## src/rtl/core/mstp_pkg.sv

```systemverilog
// ----------------------------------------------------------------------------
// mstp_pkg
// Shared types, constants and CRC functions for the MS/TP frame receiver.
// ----------------------------------------------------------------------------
package mstp_pkg;

    // Largest payload accepted after a good header
    localparam logic [15:0] MAX_PAYLOAD = 16'd512;

    localparam logic [7:0] PREAMBLE_1 = 8'h55;
    localparam logic [7:0] PREAMBLE_2 = 8'hFF;
    localparam logic [7:0] HDR_CRC_INIT = 8'hFF;
    localparam logic [15:0] DATA_CRC_INIT = 16'hFFFF;
    localparam logic [2:0] HDR_CRC_IDX = 3'd5;

    typedef enum logic [2:0] {
        PH_IDLE   = 3'd0,
        PH_PRE    = 3'd1,
        PH_HEADER = 3'd2,
        PH_DATA   = 3'd3,
        PH_CRC_L  = 3'd4,
        PH_CRC_H  = 3'd5
    } rx_phase_t;

    typedef enum logic [2:0] {
        EV_HDR_NO_DATA  = 3'd0,
        EV_HDR_DATA     = 3'd1,
        EV_LEN_OVER     = 3'd2,
        EV_HDR_CRC_ERR  = 3'd3,
        EV_PAYLOAD      = 3'd4,
        EV_FRAME_OK     = 3'd5,
        EV_DATA_CRC_ERR = 3'd6
    } event_t;

    // One result beat
    typedef struct packed {
        logic [2:0]  event_res;
        logic [7:0]  frame_type;
        logic [7:0]  dest_addr;
        logic [7:0]  src_addr;
        logic [15:0] data_length;
        logic [7:0]  payload_byte;
        logic        for_me;
        logic [31:0] good_header_count;
        logic [31:0] crc_error_count;
    } res_t;

    // Header CRC-8 update for one byte
    function automatic logic [7:0] hdr_crc_step(input logic [7:0] crc, input logic [7:0] b);
        logic [7:0]  c;
        logic [15:0] w;
        c = crc ^ b;
        w = 16'h0000;
        for (int i = 0; i < 8; i++) begin
            w = w ^ ({8'h00, c} << i);
        end
        return (w[7:0] & 8'hFE) ^ {7'h00, w[8]};
    endfunction

    // Data CRC-16 update for one byte
    function automatic logic [15:0] data_crc_step(input logic [15:0] crc, input logic [7:0] b);
        logic [7:0] lo;
        lo = crc[7:0] ^ b;
        return {8'h00, crc[15:8]} ^ {lo, 8'h00} ^ {5'h00, lo, 3'h0}
             ^ {lo[3:0], 12'h000} ^ {12'h000, lo[7:4]} ^ {12'h000, lo[3:0]}
             ^ {5'h00, lo[3:0], 7'h00};
    endfunction

endpackage

```

## src/rtl/core/mstp_rx_fsm.sv

```systemverilog
// ----------------------------------------------------------------------------
// mstp_rx_fsm
// Frame state machine: preamble hunt, header capture and CRC-8, payload
// streaming with CRC-16, counters. Produces at most one result per beat.
// ----------------------------------------------------------------------------
module mstp_rx_fsm
    import mstp_pkg::*;
(
    input  logic        aclk,
    input  logic        aresetn,
    input  logic        cfg_wr_en,
    input  logic [7:0]  cfg_wr_data,
    input  logic        in_accept,
    input  logic [7:0]  rx_byte,
    output logic        res_valid,
    output res_t        res
);

    rx_phase_t   phase_reg, phase_next;
    logic [2:0]  hdr_idx_reg, hdr_idx_next;
    logic [7:0]  hdr_crc_reg, hdr_crc_next;
    logic [7:0]  type_reg, type_next;
    logic [7:0]  dest_reg, dest_next;
    logic [7:0]  src_reg, src_next;
    logic [15:0] length_reg, length_next;
    logic [15:0] pay_idx_reg, pay_idx_next;
    logic [15:0] data_crc_reg, data_crc_next;
    logic [7:0]  crc_low_reg, crc_low_next;
    logic [31:0] hdr_cnt_reg, hdr_cnt_next;
    logic [31:0] err_cnt_reg, err_cnt_next;
    logic [7:0]  own_addr_reg;

    logic        hdr_crc_ok;
    logic        data_crc_ok;
    logic        len_zero;
    logic        len_ok;
    logic [15:0] pay_idx_inc;

    assign hdr_crc_ok  = (~hdr_crc_reg) == rx_byte;
    assign data_crc_ok = (~data_crc_reg) == {rx_byte, crc_low_reg};
    assign len_zero    = length_reg == 16'h0000;
    assign len_ok      = length_reg <= MAX_PAYLOAD;
    assign pay_idx_inc = pay_idx_reg + 16'd1;

    // Next phase
    always_comb begin
        phase_next = phase_reg;
        unique case (phase_reg)
            PH_IDLE: begin
                if (rx_byte == PREAMBLE_1) phase_next = PH_PRE;
            end
            PH_PRE: begin
                if (rx_byte == PREAMBLE_2) phase_next = PH_HEADER;
                else if (rx_byte != PREAMBLE_1) phase_next = PH_IDLE;
            end
            PH_HEADER: begin
                if (hdr_idx_reg >= HDR_CRC_IDX) begin
                    if (hdr_crc_ok && !len_zero && len_ok) phase_next = PH_DATA;
                    else phase_next = PH_IDLE;
                end
            end
            PH_DATA: begin
                if (pay_idx_inc >= length_reg) phase_next = PH_CRC_L;
            end
            PH_CRC_L: phase_next = PH_CRC_H;
            PH_CRC_H: phase_next = PH_IDLE;
            default:  phase_next = PH_IDLE;
        endcase
    end

    // Datapath updates and result
    always_comb begin
        hdr_idx_next  = hdr_idx_reg;
        hdr_crc_next  = hdr_crc_reg;
        type_next     = type_reg;
        dest_next     = dest_reg;
        src_next      = src_reg;
        length_next   = length_reg;
        pay_idx_next  = pay_idx_reg;
        data_crc_next = data_crc_reg;
        crc_low_next  = crc_low_reg;
        hdr_cnt_next  = hdr_cnt_reg;
        err_cnt_next  = err_cnt_reg;
        res_valid     = 1'b0;
        res.event_res = EV_HDR_NO_DATA;
        res.payload_byte = 8'h00;

        unique case (phase_reg)
            PH_IDLE: ;
            PH_PRE: begin
                if (rx_byte == PREAMBLE_2) begin
                    hdr_idx_next = 3'd0;
                    hdr_crc_next = HDR_CRC_INIT;
                end
            end
            PH_HEADER: begin
                if (hdr_idx_reg < HDR_CRC_IDX) begin
                    case (hdr_idx_reg)
                        3'd0:    type_next = rx_byte;
                        3'd1:    dest_next = rx_byte;
                        3'd2:    src_next = rx_byte;
                        3'd3:    length_next = {rx_byte, length_reg[7:0]};
                        default: length_next = {length_reg[15:8], rx_byte};
                    endcase
                    hdr_crc_next = hdr_crc_step(hdr_crc_reg, rx_byte);
                    hdr_idx_next = hdr_idx_reg + 3'd1;
                end else begin
                    hdr_idx_next = 3'd0;
                    res_valid    = 1'b1;
                    if (!hdr_crc_ok) begin
                        err_cnt_next  = err_cnt_reg + 32'd1;
                        res.event_res = EV_HDR_CRC_ERR;
                    end else begin
                        hdr_cnt_next = hdr_cnt_reg + 32'd1;
                        if (len_zero) begin
                            res.event_res = EV_HDR_NO_DATA;
                        end else if (len_ok) begin
                            pay_idx_next  = 16'h0000;
                            data_crc_next = DATA_CRC_INIT;
                            res.event_res = EV_HDR_DATA;
                        end else begin
                            res.event_res = EV_LEN_OVER;
                        end
                    end
                end
            end
            PH_DATA: begin
                data_crc_next    = data_crc_step(data_crc_reg, rx_byte);
                pay_idx_next     = pay_idx_inc;
                res_valid        = 1'b1;
                res.event_res    = EV_PAYLOAD;
                res.payload_byte = rx_byte;
            end
            PH_CRC_L: crc_low_next = rx_byte;
            PH_CRC_H: begin
                res_valid = 1'b1;
                if (data_crc_ok) begin
                    res.event_res = EV_FRAME_OK;
                end else begin
                    err_cnt_next  = err_cnt_reg + 32'd1;
                    res.event_res = EV_DATA_CRC_ERR;
                end
            end
            default: ;
        endcase

        res.frame_type        = type_reg;
        res.dest_addr         = dest_reg;
        res.src_addr          = src_reg;
        res.data_length       = length_reg;
        res.for_me            = dest_reg == own_addr_reg;
        res.good_header_count = hdr_cnt_next;
        res.crc_error_count   = err_cnt_next;
    end

    // Own station address
    always_ff @(posedge aclk) begin
        if (!aresetn) begin
            own_addr_reg <= 8'h00;
        end else if (cfg_wr_en) begin
            own_addr_reg <= cfg_wr_data;
        end
    end

    // Advance state on each accepted beat
    always_ff @(posedge aclk) begin
        if (!aresetn) begin
            phase_reg    <= PH_IDLE;
            hdr_idx_reg  <= 3'd0;
            hdr_crc_reg  <= HDR_CRC_INIT;
            type_reg     <= 8'h00;
            dest_reg     <= 8'h00;
            src_reg      <= 8'h00;
            length_reg   <= 16'h0000;
            pay_idx_reg  <= 16'h0000;
            data_crc_reg <= DATA_CRC_INIT;
            crc_low_reg  <= 8'h00;
            hdr_cnt_reg  <= 32'd0;
            err_cnt_reg  <= 32'd0;
        end else if (in_accept) begin
            phase_reg    <= phase_next;
            hdr_idx_reg  <= hdr_idx_next;
            hdr_crc_reg  <= hdr_crc_next;
            type_reg     <= type_next;
            dest_reg     <= dest_next;
            src_reg      <= src_next;
            length_reg   <= length_next;
            pay_idx_reg  <= pay_idx_next;
            data_crc_reg <= data_crc_next;
            crc_low_reg  <= crc_low_next;
            hdr_cnt_reg  <= hdr_cnt_next;
            err_cnt_reg  <= err_cnt_next;
        end
    end

endmodule

```

## src/rtl/core/mstp_out_reg.sv

```systemverilog
// ----------------------------------------------------------------------------
// mstp_out_reg
// Result output register with a skid stage, so the input side keeps taking
// beats while a result waits on the output.
// ----------------------------------------------------------------------------
module mstp_out_reg
    import mstp_pkg::*;
(
    input  logic aclk,
    input  logic aresetn,
    input  logic push,
    input  res_t push_res,
    output logic in_ready,
    output logic m_valid,
    input  logic m_ready,
    output res_t m_res
);

    logic main_valid_reg;
    logic skid_valid_reg;
    res_t main_reg;
    res_t skid_reg;
    logic pop;

    assign pop      = main_valid_reg && m_ready;
    assign in_ready = !skid_valid_reg;
    assign m_valid  = main_valid_reg;
    assign m_res    = main_reg;

    // Valid flags
    always_ff @(posedge aclk) begin
        if (!aresetn) begin
            main_valid_reg <= 1'b0;
            skid_valid_reg <= 1'b0;
        end else if (skid_valid_reg) begin
            if (pop) skid_valid_reg <= 1'b0;
        end else if (push) begin
            if (main_valid_reg && !pop) skid_valid_reg <= 1'b1;
            else main_valid_reg <= 1'b1;
        end else if (pop) begin
            main_valid_reg <= 1'b0;
        end
    end

    // Payload: refill main from skid, else hold or load the new result
    always_ff @(posedge aclk) begin
        if (skid_valid_reg) begin
            if (pop) main_reg <= skid_reg;
        end else if (push) begin
            if (main_valid_reg && !pop) skid_reg <= push_res;
            else main_reg <= push_res;
        end
    end

endmodule

```

## src/rtl/core/mstp_frame_receiver.sv

```systemverilog
// ----------------------------------------------------------------------------
// mstp_frame_receiver
// A result is registered into the output stage as its byte is accepted.
// Throughput: one byte per cycle while s_ready is high; the per-byte CRC
// and phase update sit between the input handshake and the result register.
// s_ready drops only while both output register and skid stage are full.
// Reset (aresetn low, synchronous) returns to preamble hunt, clears counters,
// header fields and own_address, and empties the output stage.
// ----------------------------------------------------------------------------
module mstp_frame_receiver
    import mstp_pkg::*;
(
    input  logic        aclk,
    input  logic        aresetn,
    input  logic        cfg_wr_en,
    input  logic [7:0]  cfg_wr_data,
    input  logic        s_valid,
    output logic        s_ready,
    input  logic [7:0]  s_rx_byte,
    output logic        m_valid,
    input  logic        m_ready,
    output logic [2:0]  m_event_res,
    output logic [7:0]  m_frame_type,
    output logic [7:0]  m_dest_addr,
    output logic [7:0]  m_src_addr,
    output logic [15:0] m_data_length,
    output logic [7:0]  m_payload_byte,
    output logic        m_for_me,
    output logic [31:0] m_good_header_count,
    output logic [31:0] m_crc_error_count
);

    logic in_accept;
    logic res_valid;
    res_t res;
    res_t out_res;

    assign in_accept = s_valid && s_ready;

    mstp_rx_fsm u_fsm (
        .aclk        (aclk),
        .aresetn     (aresetn),
        .cfg_wr_en   (cfg_wr_en),
        .cfg_wr_data (cfg_wr_data),
        .in_accept   (in_accept),
        .rx_byte     (s_rx_byte),
        .res_valid   (res_valid),
        .res         (res)
    );

    mstp_out_reg u_out (
        .aclk     (aclk),
        .aresetn  (aresetn),
        .push     (in_accept && res_valid),
        .push_res (res),
        .in_ready (s_ready),
        .m_valid  (m_valid),
        .m_ready  (m_ready),
        .m_res    (out_res)
    );

    assign m_event_res         = out_res.event_res;
    assign m_frame_type        = out_res.frame_type;
    assign m_dest_addr         = out_res.dest_addr;
    assign m_src_addr          = out_res.src_addr;
    assign m_data_length       = out_res.data_length;
    assign m_payload_byte      = out_res.payload_byte;
    assign m_for_me            = out_res.for_me;
    assign m_good_header_count = out_res.good_header_count;
    assign m_crc_error_count   = out_res.crc_error_count;

endmodule

```

## config.mk

```make
export PLATFORM = sky130hd
export DESIGN_NAME = mstp_frame_receiver
export DESIGN_NICKNAME = d
export VERILOG_FILES = /design/src/rtl/core/mstp_pkg.sv /design/src/rtl/core/mstp_rx_fsm.sv /design/src/rtl/core/mstp_out_reg.sv /design/src/rtl/core/mstp_frame_receiver.sv
export SDC_FILE = /design/constraint.sdc
export NUM_CORES = 1
export LEC_CHECK = 0
export BUFFER_PORTS_ARGS = -buffer_cell sky130_fd_sc_hd__buf_4
export CAP_MARGIN = 20
export CORE_ASPECT_RATIO = 1.1
export CORE_MARGIN = 1
export CORE_UTILIZATION = 55
export CTS_BUF_LIST = sky130_fd_sc_hd__clkbuf_8
export DETAILED_ROUTE_END_ITERATION = 12
export PLACE_DENSITY = 0.74
export SYNTH_ARGS = -nofsm -noshare
export SYNTH_HDL_FRONTEND = slang
export SYNTH_SLANG_ARGS = --single-unit
```

## constraint.sdc

```tcl
create_clock -name aclk -period 25.5 [get_ports aclk]
set_input_delay 2.55 -clock aclk [delete_from_list [all_inputs] [get_ports aclk]]
set_output_delay 2.55 -clock aclk [all_outputs]
set_load 0.1 [all_outputs]
```

==> impl_metrics.ini <==
[placement]
gp_congestion = 0.836
hpwl_um = 24400
dp_slack_ns = 19.60
numPortBuffers = 138

[sta]
setup_ws_ns = 20.18
finalCritPeriodShare_pct = 20.9
setup_viol = 0
tightest_slew_ns = 1.13
slew_violations = 0
skew_ns = 0.0371
rsz0062_at_grt = false
slew_headroom_pct = 24.5
hold_violations = 0
setup_tns_ns = 0
fin_crit_ns = 5.32
finalHoldWorstSlack_ns = 0.462
fmax_mhz = 188

[worst_setup_path]
crit_top_cell = or3_1
crit_family = simple AND/OR/NAND/NOR gates
reg2reg_slack_ns = 20.84
critPathSlowestCell = or4_1
slowest_delay_ns = 0.71
critPathBufInv = 1
worstPathCellList = buf_4 -> xnor2_1 -> or4_1 -> or4_4 -> or3_1 -> or3_1 -> xnor2_2 -> mux2_2
path_max_fanout = 13
end_kind = flop
cp.arrival_ns = 5.65
worst-setup-path-type = in -> reg
start_kind = input pin
crit_required_ns = 25.83

[die]
die_area_um2 = 33800
die_x_um = 175
start_util_pct = 56.0
die_y_um = 193
ios = 139
core_um2 = 32500
rows = 69

[cells_and_area]
drive_above_1_share_pct = 20.4
diodes = 0
syn_to_final_growth_pct = 14.8
layout.nets = 1764
multi_input_area_um2 = 7460
ff_latch_area_um2 = 10300
fill_cells = 2578

[drt]
firstDrtPassIters = 5
drtIter0Drc = 802
route.detailed.drc = 0
routedWlPerCell_um = 17.3
drt-total-wl_um = 38000
routed_via_density = 5.56
route.vias.total = 12200
antenna_left = 0

[yosys]
ys_ff_latch = 400
ys_warn_count = 0
ys_seq_area_share_pct = 56.8
synth_common_cells = edfxtp_1 (232), dfxtp_1 (168), nand2_1 (152)
synthFlopType = edfxtp_1
synthArstFlopShare_pct = 0
synth_edf_count = 232
synth_fp_nets = 1631
yosysTopAreaCellShare_pct = 38.3
avgSynthCellArea_um2 = 11.5
yosysMostFrequentCell = edfxtp_1
syn_area_um2 = 18200
yosys.area.top_type = edfxtp_1
yosys-top-cells-area = edfxtp_1 (38%), dfxtp_1 (18%), xnor2_1 (6.2%), mux2_2 (6.1%), nand2_1 (3.1%)
synth_cell_types = 58
synthCells = 1584

[grt]
grt_max_degree = 115
grt_pass1_vias = 12000
grt_first_pass_wirelength_um = 61000
antenna_found_initial = 0
track_usage_pct = 22.7
overflow = 0

[clock_network]
cts_buffers = 66
cts_root_buf = clkbuf_8
postCtsSetupRepairBufs = 0
clkTransAtPathRegs_ns = 0.06
cts_tree = yes
post_cts_resized = 0
cts_buffer_depth = 3
cts.sinks = 400
clk_latency_ns = 0.60
postCtsHoldBufs = 0
cts.htree.levels = 3

[hold_path]
hold_path.class = reg -> reg

[pwr]
p_per_area_nw_per_um2 = 61.4
p_total_w = 0.00128
p_leak_nw = 7.58
vdd_ir_drop_max_uv = 43.9

[job]
drv_cap = 0

[outcome]
status = completed
==> cells by family (layout without fill, tap and decap cells) <==
family	count (synthesis)	after routing	share of synthesized area [%]
flops	400	400	56.8
fa+ha+maj	26	26	1.79
compound gates	168	168	5.96
simple gates	550	550	15.6
mux	133	133	8.00
buf+inv	112	299	2.37
xor+xnor	195	195	9.50
==> layout make-up <==
cell class / count / area share (%)
clock inverter: 43 / 1.15
timing repair buffer: 150 / 5.39
inverter: 27 / 0.491
multi-input combinational: 1072 / 35.7
tap: 426 / 2.55
clock buffer: 79 / 5.21
sequential: 400 / 49.5
==> through the flow <==
| step | instance area (um2) | util [%] | cells |
|---|---|---|---|
| global placement | 19600 | 60.2 | 2074 |
| global route | 20900 | 64.3 | 2197 |
| CTS | 20900 | 64.3 | 2196 |
| detailed placement | 19600 | 60.2 | 2074 |
| finish | 20900 | 64.3 | 2197 |
| floorplan | 18200 | - | 1584 |
==> report_power, final <==
part / switching [W] / internal [W]
Clock: 0.000254 / 0.000303
Combinational: 0.0000278 / 0.0000164
Sequential: 0.00000283 / 0.000678
Total: 0.000284 / 0.000998
==> layer usage <==
| layer | vias up | wire [um] | global-route usage [%] |
|---|---|---|---|
| met5 | - | 0 | 0 |
| met4 | 0 | 821 | 8.23 |
| met3 | 70 | 1720 | 4.24 |
| met2 | 290 | 18900 | 38.8 |
| met1 | 5941 | 16500 | 28.7 |
| li1 | 5905 | - | - |
==> final timing paths <==
kind | from | end | cells past startpoint
worst max-delay path | s_rx_byte[7] | u_out.m_res[53]$_DFFE_PP_ | 8
worst min register to register | u_fsm.src_reg[4]$_SDFFE_PN0P_ | u_out.skid_reg[93]$_DFFE_PP_ | 0
worst max register to register | u_fsm.phase_reg[1]$_SDFFE_PN0P_ | u_out.skid_reg[97]$_DFFE_PP_ | 7
worst min-delay path | u_fsm.src_reg[4]$_SDFFE_PN0P_ | u_out.skid_reg[93]$_DFFE_PP_ | 0
==> placed cells by master, fill, tap and decap left out, drive strengths merged, types with 6 or more instances in the layout <==
cell type and n:
a21boi 32, a21o 8, a21oi 12, a31oi 12, and2 55, and3 25, buf 150, clkbuf 79
clkinv 16, dfxtp 168, edfxtp 232, ha 26, inv 49, mux2 99, mux2i 34, nand2 152
nand2b 12, nand3 84, nand3b 6, nand4 32, nor2 71, nor2b 42, nor3 24, nor4 15
o211ai 18, o21ai 58, or3 8, or4 6, xnor2 129, xor2 65
Power figures use the tool's default switching activity.
